File: config.mk
export PLATFORM = sky130hd
export DESIGN_NAME = shortest_job_first_queue_core
export DESIGN_NICKNAME = d
export VERILOG_FILES = /design/src/sjfq_pkg.sv /design/src/sjfq_cell.sv /design/src/shortest_job_first_queue_core.sv
export SDC_FILE = /design/constraint.sdc
export NUM_CORES = 1
export LEC_CHECK = 0
export BUFFER_PORTS_ARGS = -buffer_cell sky130_fd_sc_hd__buf_2
export CAP_MARGIN = 20
export CORE_UTILIZATION = 50
export DETAILED_ROUTE_END_ITERATION = 10
export PLACE_DENSITY = 0.66
export RECOVER_POWER = 25
export SLEW_MARGIN = 30
export SYNTH_ARGS = -nofsm -noshare
export SYNTH_HDL_FRONTEND = slang
export SYNTH_SLANG_ARGS = --single-unit
File: constraint.sdc
create_clock -name clk_i -period 15.1 [get_ports clk_i]
set_input_delay 0.755 -clock clk_i [delete_from_list [all_inputs] [get_ports clk_i]]
set_output_delay 0.755 -clock clk_i [all_outputs]
set_load 0.01 [all_outputs]
File: src/sjfq_pkg.sv
package sjfq_pkg;

  // Number of cells in the sorted row.
  localparam int unsigned QUEUE_DEPTH = 16;

  localparam int unsigned ID_W    = 16;
  localparam int unsigned KEY_W   = 16;
  localparam int unsigned OCC_W   = 5;
  localparam int unsigned CNT_W   = $clog2(QUEUE_DEPTH + 1);

  // Slave-side packing: tdata = {burst_time, job_id}, tuser = kind.
  localparam int unsigned IN_DATA_W  = ID_W + KEY_W;
  // Master-side packing: tdata = {pad, occupancy, popped_burst, popped_id},
  // tuser = {insert_rejected, popped_valid}.
  localparam int unsigned OUT_FIELD_W = ID_W + KEY_W + OCC_W;
  localparam int unsigned OUT_DATA_W  = ((OUT_FIELD_W + 7) / 8) * 8;
  localparam int unsigned OUT_USER_W  = 2;

  typedef enum logic {
    KIND_INSERT = 1'b0,
    KIND_POP    = 1'b1
  } kind_e;

  // Broadcast to every cell in the cycle a request is taken.
  typedef struct packed {
    logic             insert;
    logic             pop;
    logic [KEY_W-1:0] key;
    logic [ID_W-1:0]  id;
  } cell_ctrl_t;

endpackage

File: src/sjfq_cell.sv
module sjfq_cell (
  input  logic                     clk_i,
  input  sjfq_pkg::cell_ctrl_t     ctrl_i,
  input  logic                     occupied_i,
  input  logic                     left_after_i,
  input  logic [sjfq_pkg::KEY_W-1:0] left_key_i,
  input  logic [sjfq_pkg::ID_W-1:0]  left_id_i,
  input  logic [sjfq_pkg::KEY_W-1:0] right_key_i,
  input  logic [sjfq_pkg::ID_W-1:0]  right_id_i,
  output logic                     after_o,
  output logic [sjfq_pkg::KEY_W-1:0] key_o,
  output logic [sjfq_pkg::ID_W-1:0]  id_o
);
  import sjfq_pkg::*;

  logic [KEY_W-1:0] key_q, key_d;
  logic [ID_W-1:0]  id_q, id_d;

  // The new job goes behind this cell when this cell holds a key <= its own.
  assign after_o = occupied_i && (key_q <= ctrl_i.key);

  always_comb begin
    key_d = key_q;
    id_d  = id_q;
    if (ctrl_i.insert && !after_o) begin
      if (left_after_i) begin
        key_d = ctrl_i.key;
        id_d  = ctrl_i.id;
      end else begin
        key_d = left_key_i;
        id_d  = left_id_i;
      end
    end else if (ctrl_i.pop) begin
      key_d = right_key_i;
      id_d  = right_id_i;
    end
  end

  always_ff @(posedge clk_i) begin
    key_q <= key_d;
    id_q  <= id_d;
  end

  assign key_o = key_q;
  assign id_o  = id_q;

endmodule

File: src/shortest_job_first_queue_core.sv
// Shortest-job-first ready queue. Each request on the slave stream is either
// an insert (tuser = 0) carrying a job id and burst time, or a pop (tuser = 1)
// that returns the job with the shortest burst; every request yields exactly
// one result on the master stream. Jobs sit in a row of QUEUE_DEPTH cells kept
// sorted by ascending burst time, equal bursts in arrival order. On an insert
// every cell compares its key with the new one in parallel and the cells at and
// behind the insertion point shift one place toward the tail; on a pop every
// cell takes its right neighbor's entry. One request is taken per clock cycle:
// the cell row updates all cells at once and a result register decouples the
// two streams, so a new request is accepted whenever that register is empty or
// being drained. A pop on an empty queue reports popped_valid = 0 with zero
// fields; an insert into a full queue drops the job and flags insert_rejected.
// occupancy gives the job count after the request, in 5 bits.
module shortest_job_first_queue_core (
  input  logic                              clk_i,
  input  logic                              rst_ni,
  // Request stream.
  input  logic                              s_axis_tvalid,
  output logic                              s_axis_tready,
  input  logic [sjfq_pkg::IN_DATA_W-1:0]    s_axis_tdata,  // job_id, burst_time
  input  logic                              s_axis_tuser,  // kind
  // Result stream.
  output logic                              m_axis_tvalid,
  input  logic                              m_axis_tready,
  output logic [sjfq_pkg::OUT_DATA_W-1:0]   m_axis_tdata,  // popped_id, popped_burst,
                                                           // occupancy, zero pad
  output logic [sjfq_pkg::OUT_USER_W-1:0]   m_axis_tuser   // popped_valid,
                                                           // insert_rejected
);
  import sjfq_pkg::*;

  // Unpack the request.
  logic [ID_W-1:0]  in_id;
  logic [KEY_W-1:0] in_key;
  kind_e            in_kind;

  assign in_id   = s_axis_tdata[ID_W-1:0];
  assign in_key  = s_axis_tdata[ID_W+KEY_W-1:ID_W];
  assign in_kind = kind_e'(s_axis_tuser);

  // Job count.
  logic [CNT_W-1:0] count_q, count_d;
  logic             full, empty;

  assign full  = (count_q == CNT_W'(QUEUE_DEPTH));
  assign empty = (count_q == '0);

  // Take a request when the result register is free or draining this cycle.
  logic out_valid_q;
  logic accept;

  assign s_axis_tready = !out_valid_q || m_axis_tready;
  assign accept        = s_axis_tvalid && s_axis_tready;

  cell_ctrl_t ctrl;

  always_comb begin
    ctrl.insert = accept && (in_kind == KIND_INSERT) && !full;
    ctrl.pop    = accept && (in_kind == KIND_POP) && !empty;
    ctrl.key    = in_key;
    ctrl.id     = in_id;
  end

  always_comb begin
    count_d = count_q;
    if (ctrl.insert) begin
      count_d = count_q + CNT_W'(1);
    end else if (ctrl.pop) begin
      count_d = count_q - CNT_W'(1);
    end
  end

  // Cell row: index 0 is the head (shortest burst).
  logic [KEY_W-1:0]     cell_key   [QUEUE_DEPTH];
  logic [ID_W-1:0]      cell_id    [QUEUE_DEPTH];
  logic [QUEUE_DEPTH-1:0] cell_after;

  for (genvar g = 0; g < QUEUE_DEPTH; g++) begin : g_cell
    logic             occupied;
    logic             left_after;
    logic [KEY_W-1:0] left_key, right_key;
    logic [ID_W-1:0]  left_id, right_id;

    // Slots below the count hold jobs.
    assign occupied = (CNT_W'(g) < count_q);

    if (g == 0) begin : g_head
      // Nothing ahead of the head: a new job that does not go behind it lands here.
      assign left_after = 1'b1;
      assign left_key   = '0;
      assign left_id    = '0;
    end else begin : g_body
      assign left_after = cell_after[g-1];
      assign left_key   = cell_key[g-1];
      assign left_id    = cell_id[g-1];
    end

    if (g == QUEUE_DEPTH - 1) begin : g_tail
      // Tail slot becomes free on a pop; hold its stale contents.
      assign right_key = cell_key[g];
      assign right_id  = cell_id[g];
    end else begin : g_inner
      assign right_key = cell_key[g+1];
      assign right_id  = cell_id[g+1];
    end

    sjfq_cell u_cell (
      .clk_i        (clk_i),
      .ctrl_i       (ctrl),
      .occupied_i   (occupied),
      .left_after_i (left_after),
      .left_key_i   (left_key),
      .left_id_i    (left_id),
      .right_key_i  (right_key),
      .right_id_i   (right_id),
      .after_o      (cell_after[g]),
      .key_o        (cell_key[g]),
      .id_o         (cell_id[g])
    );
  end

  // Result fields for the request taken this cycle.
  logic             res_valid_d, res_rej_d;
  logic [ID_W-1:0]  res_id_d;
  logic [KEY_W-1:0] res_key_d;
  logic [OCC_W-1:0] res_occ_d;

  always_comb begin
    res_valid_d = ctrl.pop;
    res_rej_d   = accept && (in_kind == KIND_INSERT) && full;
    res_id_d    = ctrl.pop ? cell_id[0]  : '0;
    res_key_d   = ctrl.pop ? cell_key[0] : '0;
    res_occ_d   = OCC_W'(count_d);
  end

  // Result register.
  logic             res_valid_q, res_rej_q;
  logic [ID_W-1:0]  res_id_q;
  logic [KEY_W-1:0] res_key_q;
  logic [OCC_W-1:0] res_occ_q;
  logic             out_valid_d;

  always_comb begin
    out_valid_d = out_valid_q;
    if (accept) begin
      out_valid_d = 1'b1;
    end else if (m_axis_tready) begin
      out_valid_d = 1'b0;
    end
  end

  always_ff @(posedge clk_i or negedge rst_ni) begin
    if (!rst_ni) begin
      count_q     <= '0;
      out_valid_q <= 1'b0;
    end else begin
      count_q     <= count_d;
      out_valid_q <= out_valid_d;
    end
  end

  always_ff @(posedge clk_i) begin
    if (accept) begin
      res_valid_q <= res_valid_d;
      res_rej_q   <= res_rej_d;
      res_id_q    <= res_id_d;
      res_key_q   <= res_key_d;
      res_occ_q   <= res_occ_d;
    end
  end

  assign m_axis_tvalid = out_valid_q;
  assign m_axis_tdata  = OUT_DATA_W'({res_occ_q, res_key_q, res_id_q});
  assign m_axis_tuser  = {res_rej_q, res_valid_q};

endmodule

==> metrics.txt <==
# TYPE chip_impl_metric gauge
chip_impl_metric{name="clock.fmax",unit="GHz"} 0.1613
chip_impl_metric{name="insertion_delay",unit="ns"} 0.61
chip_impl_metric{name="cts_num_sinks",unit=""} 557
chip_impl_metric{name="final_layout_size_suffix_gt1_share",unit="%"} 7.628
chip_impl_metric{name="place_hpwl",unit="µm"} 65220
chip_impl_metric{name="ys_seq_area_share",unit="%"} 50.41
chip_impl_metric{name="fin_worst_skew",unit="ns"} 0.02114
chip_impl_metric{name="multi_input_comb_area",unit="µm²"} 15480
chip_impl_metric{name="clockPowerShare",unit="%"} 28.5
chip_impl_info{name="clock-root-buffer",value="sky130_fd_sc_hd__clkbuf_16"} 1
chip_impl_metric{name="grt_start_max_net_pins",unit=""} 66
chip_impl_metric{name="finalMaxSlewViolations",unit=""} 483
chip_impl_metric{name="total_negative_setup_slack",unit="ns"} 0
chip_impl_metric{name="die_width",unit="µm"} 259.4
chip_impl_metric{name="power_frac_seq",unit="%"} 41.9
chip_impl_metric{name="pre_cts_slack",unit="ns"} 10.06
chip_impl_metric{name="cp_data_arrival_time",unit="ns"} 6.48
chip_impl_metric{name="synth.distinct_cells",unit=""} 62
chip_impl_metric{name="fp.coreArea",unit="µm²"} 64930
chip_impl_metric{name="p_comb_share",unit="%"} 29.6
chip_impl_metric{name="area_of_the_die",unit="µm²"} 67280
chip_impl_info{name="gr-max-usage-layer",value="met2"} 1
chip_impl_metric{name="max-clock-path-buffers",unit=""} 3
chip_impl_metric{name="synthesis_stage_register_bit_count",unit=""} 557
chip_impl_metric{name="vdd_drop_max",unit="µV"} 105.8
chip_impl_metric{name="placement.io_buffers",unit=""} 77
chip_impl_metric{name="grtUsageMet3",unit="%"} 3.905
chip_impl_info{name="min-delay-path-class",value="in2reg"} 1
chip_impl_metric{name="power.switching",unit="mW"} 1.771
chip_impl_metric{name="num-fill-cells",unit=""} 5701
chip_impl_metric{name="finalCoreUtilization",unit="%"} 55.76
chip_impl_metric{name="setup_violations",unit=""} 0
chip_impl_info{name="worst_setup_path_start_kind",value="input pin"} 1
chip_impl_metric{name="p_int",unit="mW"} 3.474
chip_impl_metric{name="headroom_to_the_max_slew_limit",unit="%"} -90.77
chip_impl_info{name="setup.worst_path.class",value="in2reg"} 1
chip_impl_metric{name="finish.cell_count_without_fillers",unit=""} 3976
chip_impl_metric{name="syn2layout_area_growth",unit="%"} 9.300
chip_impl_metric{name="initial_core_util",unit="%"} 51.01
chip_impl_metric{name="design.portCount",unit=""} 81
chip_impl_metric{name="numCtsBuffers",unit=""} 66
chip_impl_metric{name="vias_in_the_first_global_route",unit=""} 24910
chip_impl_metric{name="switching_share",unit="%"} 33.76
chip_impl_metric{name="route.antenna.remaining_nets",unit=""} 0
chip_impl_metric{name="post_cts_gate_resize_count",unit=""} 0
chip_impl_metric{name="cellPowerDensity",unit="nW/µm²"} 144.9
chip_impl_metric{name="worst-endpoint-required",unit="ns"} 15.38
chip_impl_metric{name="initial_antenna_violation_count",unit=""} 3
chip_impl_metric{name="final.min_clock_period",unit="ns"} 6.200
chip_impl_info{name="outcome",value="finished, violations left"} 1
chip_impl_metric{name="grt_first_pass_wirelength",unit="µm"} 141300
chip_impl_metric{name="summed_area_of_non_filler_cells_in_the_final_layout",unit="µm²"} 36200
chip_impl_metric{name="seqCellArea",unit="µm²"} 16700
chip_impl_metric{name="drt_pre_antenna_iters",unit=""} 5
chip_impl_metric{name="final_min_period_over_clock_period",unit="%"} 41.06
chip_impl_metric{name="static_leak",unit="nW"} 14.51
chip_impl_metric{name="yosysWarningCount",unit=""} 0
chip_impl_info{name="clock_tree_from_tritoncts",value="done"} 1
chip_impl_metric{name="cts.htree.levels",unit=""} 3
chip_impl_metric{name="avgSynthCellArea",unit="µm²"} 10.80
chip_impl_metric{name="postCtsSetupRepairBufs",unit=""} 0
chip_impl_metric{name="groute.usage.overall",unit="%"} 26.83
chip_impl_metric{name="synthesis.area",unit="µm²"} 33120
chip_impl_info{name="rsz0062_at_grt",value="no"} 1
chip_impl_info{name="synthFlopType",value="sky130_fd_sc_hd__edfxtp_1"} 1
chip_impl_metric{name="number_of_placed_instances_taps_included",unit=""} 3865
chip_impl_info{name="violated_checks",value="capacitance limit, slew limit"} 1
chip_impl_metric{name="clk_pin_slew",unit="ns"} 0.06
chip_impl_metric{name="via_density_per_instance",unit=""} 6.104
chip_impl_metric{name="nNetsFinal",unit=""} 3375
chip_impl_metric{name="drt-total-wl",unit="µm"} 90300
chip_impl_metric{name="setup_slack",unit="ns"} 8.900
chip_impl_info{name="end_kind",value="register"} 1
chip_impl_metric{name="yosys.area.top_type_share",unit="%"} 49.95
chip_impl_metric{name="asyncSetResetFlopFracSynth",unit="%"} 1.077
chip_impl_metric{name="crit_path_max_fanout",unit=""} 65
chip_impl_metric{name="finalHoldViolations",unit=""} 0
chip_impl_metric{name="dieHeight",unit="µm"} 259.4
chip_impl_metric{name="total_power",unit="mW"} 5.245
chip_impl_metric{name="route.vias.total",unit=""} 24268
chip_impl_metric{name="holdBufCountCts",unit=""} 1
chip_impl_metric{name="whs",unit="ns"} 0.3702
chip_impl_metric{name="drc",unit=""} 0
chip_impl_metric{name="tightest_slew",unit="ns"} 2.862
chip_impl_metric{name="synth_enable_flop_cells",unit=""} 551
chip_impl_metric{name="gpl.final_weighted_congestion",unit=""} 0.9346
chip_impl_metric{name="syn_inst",unit=""} 3066
chip_impl_metric{name="avgRoutedWirePerCell",unit="µm"} 22.71
chip_impl_metric{name="postPlaceCellArea",unit="µm²"} 34370
chip_impl_metric{name="drt_iter0_drc",unit=""} 1654
chip_impl_metric{name="groute.layer.met1.usage",unit="%"} 36.29
chip_impl_info{name="synth_top_cell_by_area",value="sky130_fd_sc_hd__edfxtp_1"} 1
chip_impl_metric{name="timing.max_cap.violations",unit=""} 12
chip_impl_metric{name="gr-usage-met2",unit="%"} 45.04
chip_impl_info{name="synth.area.top_cells",value="sky130_fd_sc_hd__edfxtp_1, sky130_fd_sc_hd__mux2i_1, sky130_fd_sc_hd__ha_1, sky130_fd_sc_hd__a21oi_1, sky130_fd_sc_hd__nor2_1"} 1
chip_impl_metric{name="overflow_left_after_global_routing",unit=""} 0
chip_impl_metric{name="fp-row-count",unit=""} 93
[registers in the layout, summed over array words and instances, names as in the netlist]
name and flops:
g_cell.u_cell.id_o 256, g_cell.u_cell.key_o 256, res_id_q 16, res_key_q 16, count_q 5, res_occ_q 5, m_axis_tvalid 1, res_rej_q 1
res_valid_q 1
[logic make-up after synthesis]
kind of cell | share of synthesized area (%)
AOI/OAI and AO/OA | 12.00
xor gates and xnor gates | 0.07934
adders and majority gates | 9.784
buffers and inverters | 3.430
DFF | 50.41
muxes | 13.29
other | 0.01132
and+or+nand+nor | 11.00
[worst max-delay path, cell delays in order]
cell and delay, ns:
sky130_fd_sc_hd__clkbuf_1 0.71, sky130_fd_sc_hd__inv_1 0.09, sky130_fd_sc_hd__clkbuf_1 0.61, sky130_fd_sc_hd__ha_1 0.57, sky130_fd_sc_hd__nor2b_1 0.13, sky130_fd_sc_hd__o211ai_1 0.11
sky130_fd_sc_hd__a21oi_1 0.18, sky130_fd_sc_hd__nor3b_1 0.12, sky130_fd_sc_hd__nor3_2 0.15, sky130_fd_sc_hd__clkbuf_1 1.93, sky130_fd_sc_hd__nand2b_1 0.66, sky130_fd_sc_hd__buf_4 0.42
[final cells by class]
type / instances / share of cell area (%)
Sequential cell: 557 / 46.12
Tap cell: 855 / 2.955
Clock inverter: 29 / 0.6290
Multi-Input combinational cell: 2268 / 42.77
Timing Repair Buffer: 148 / 2.360
Inverter: 38 / 0.3940
Clock buffer: 80 / 4.766
Antenna cell: 1 / 0.006912
[final timing paths]
path	from	end	slack, ns	cells past startpoint
hold / removal	s_axis_tvalid	m_axis_tvalid	0.37	2
min in group asynchronous	rst_ni	count_q[1]	0.60	2
max in group asynchronous	rst_ni	count_q[3]	14.17	2
setup / recovery	s_axis_tdata[17]	g_cell[5].u_cell.id_o[7]	8.90	12
hold reg to reg	g_cell[15].u_cell.id_o[4]	g_cell[14].u_cell.id_o[4]	0.53	2
setup reg to reg	count_q[1]	g_cell[5].u_cell.id_o[7]	9.56	9
[power groups by stage]
stage               logic, mW  clock network (mW)  registers [mW]
floorplan                1.16                   0            2.14
global placement         1.48                   0            2.22
detailed placement       1.53                   0            2.23
CTS                      1.54                1.52            2.19
global route             1.71                1.58            2.22
finish                   1.55                1.49            2.20
[cells in the mapped netlist (11+ instances only)]
master	number
sky130_fd_sc_hd__buf_4	11
sky130_fd_sc_hd__edfxtp_1	551
sky130_fd_sc_hd__and2_1	38
sky130_fd_sc_hd__nor3_1	26
sky130_fd_sc_hd__o21ai_1	33
sky130_fd_sc_hd__nor2_1	348
sky130_fd_sc_hd__nand4_1	51
sky130_fd_sc_hd__a31oi_1	40
sky130_fd_sc_hd__nor2b_1	15
sky130_fd_sc_hd__clkbuf_1	126
sky130_fd_sc_hd__buf_2	44
sky130_fd_sc_hd__mux2i_1	369
sky130_fd_sc_hd__mux2_1	32
sky130_fd_sc_hd__mux2_2	31
sky130_fd_sc_hd__ha_1	259
sky130_fd_sc_hd__a21oi_1	414
sky130_fd_sc_hd__buf_6	17
sky130_fd_sc_hd__nand2_1	291
sky130_fd_sc_hd__nor4_1	12
sky130_fd_sc_hd__a21o_1	22
sky130_fd_sc_hd__nand3_1	16
sky130_fd_sc_hd__o21ai_0	165
sky130_fd_sc_hd__inv_1	38
[cell usage in the layout, fill, tap and decap left out, types with 16 or more instances in the layout]
cell type	netlist	routed
sky130_fd_sc_hd__a21o_1	22	22
sky130_fd_sc_hd__a21oi_1	414	413
sky130_fd_sc_hd__a31oi_1	40	35
sky130_fd_sc_hd__and2_0	0	16
sky130_fd_sc_hd__and2_1	38	20
sky130_fd_sc_hd__buf_2	44	34
sky130_fd_sc_hd__buf_4	11	56
sky130_fd_sc_hd__clkbuf_1	126	68
sky130_fd_sc_hd__clkbuf_16	0	67
sky130_fd_sc_hd__clkinv_1	0	16
sky130_fd_sc_hd__edfxtp_1	551	551
sky130_fd_sc_hd__ha_1	259	259
sky130_fd_sc_hd__inv_1	38	37
sky130_fd_sc_hd__mux2_1	32	32
sky130_fd_sc_hd__mux2_2	31	31
sky130_fd_sc_hd__mux2i_1	369	369
sky130_fd_sc_hd__nand2_1	291	288
sky130_fd_sc_hd__nand3_1	16	16
sky130_fd_sc_hd__nand4_1	51	51
sky130_fd_sc_hd__nor2_1	348	344
sky130_fd_sc_hd__nor3_1	26	24
sky130_fd_sc_hd__o21ai_0	165	161
sky130_fd_sc_hd__o21ai_1	33	33
[layer usage]
metal / up-vias / part of all wire [%] / wire length (µm)
li1: 11404 / - / -
met3: 146 / 5.3 / 4757
met4: 6 / 2.2 / 2030
met5: - / 0.034 / 31
met1: 12049 / 44 / 39690
met2: 663 / 48 / 43790
Power figures use the tool's default switching activity.
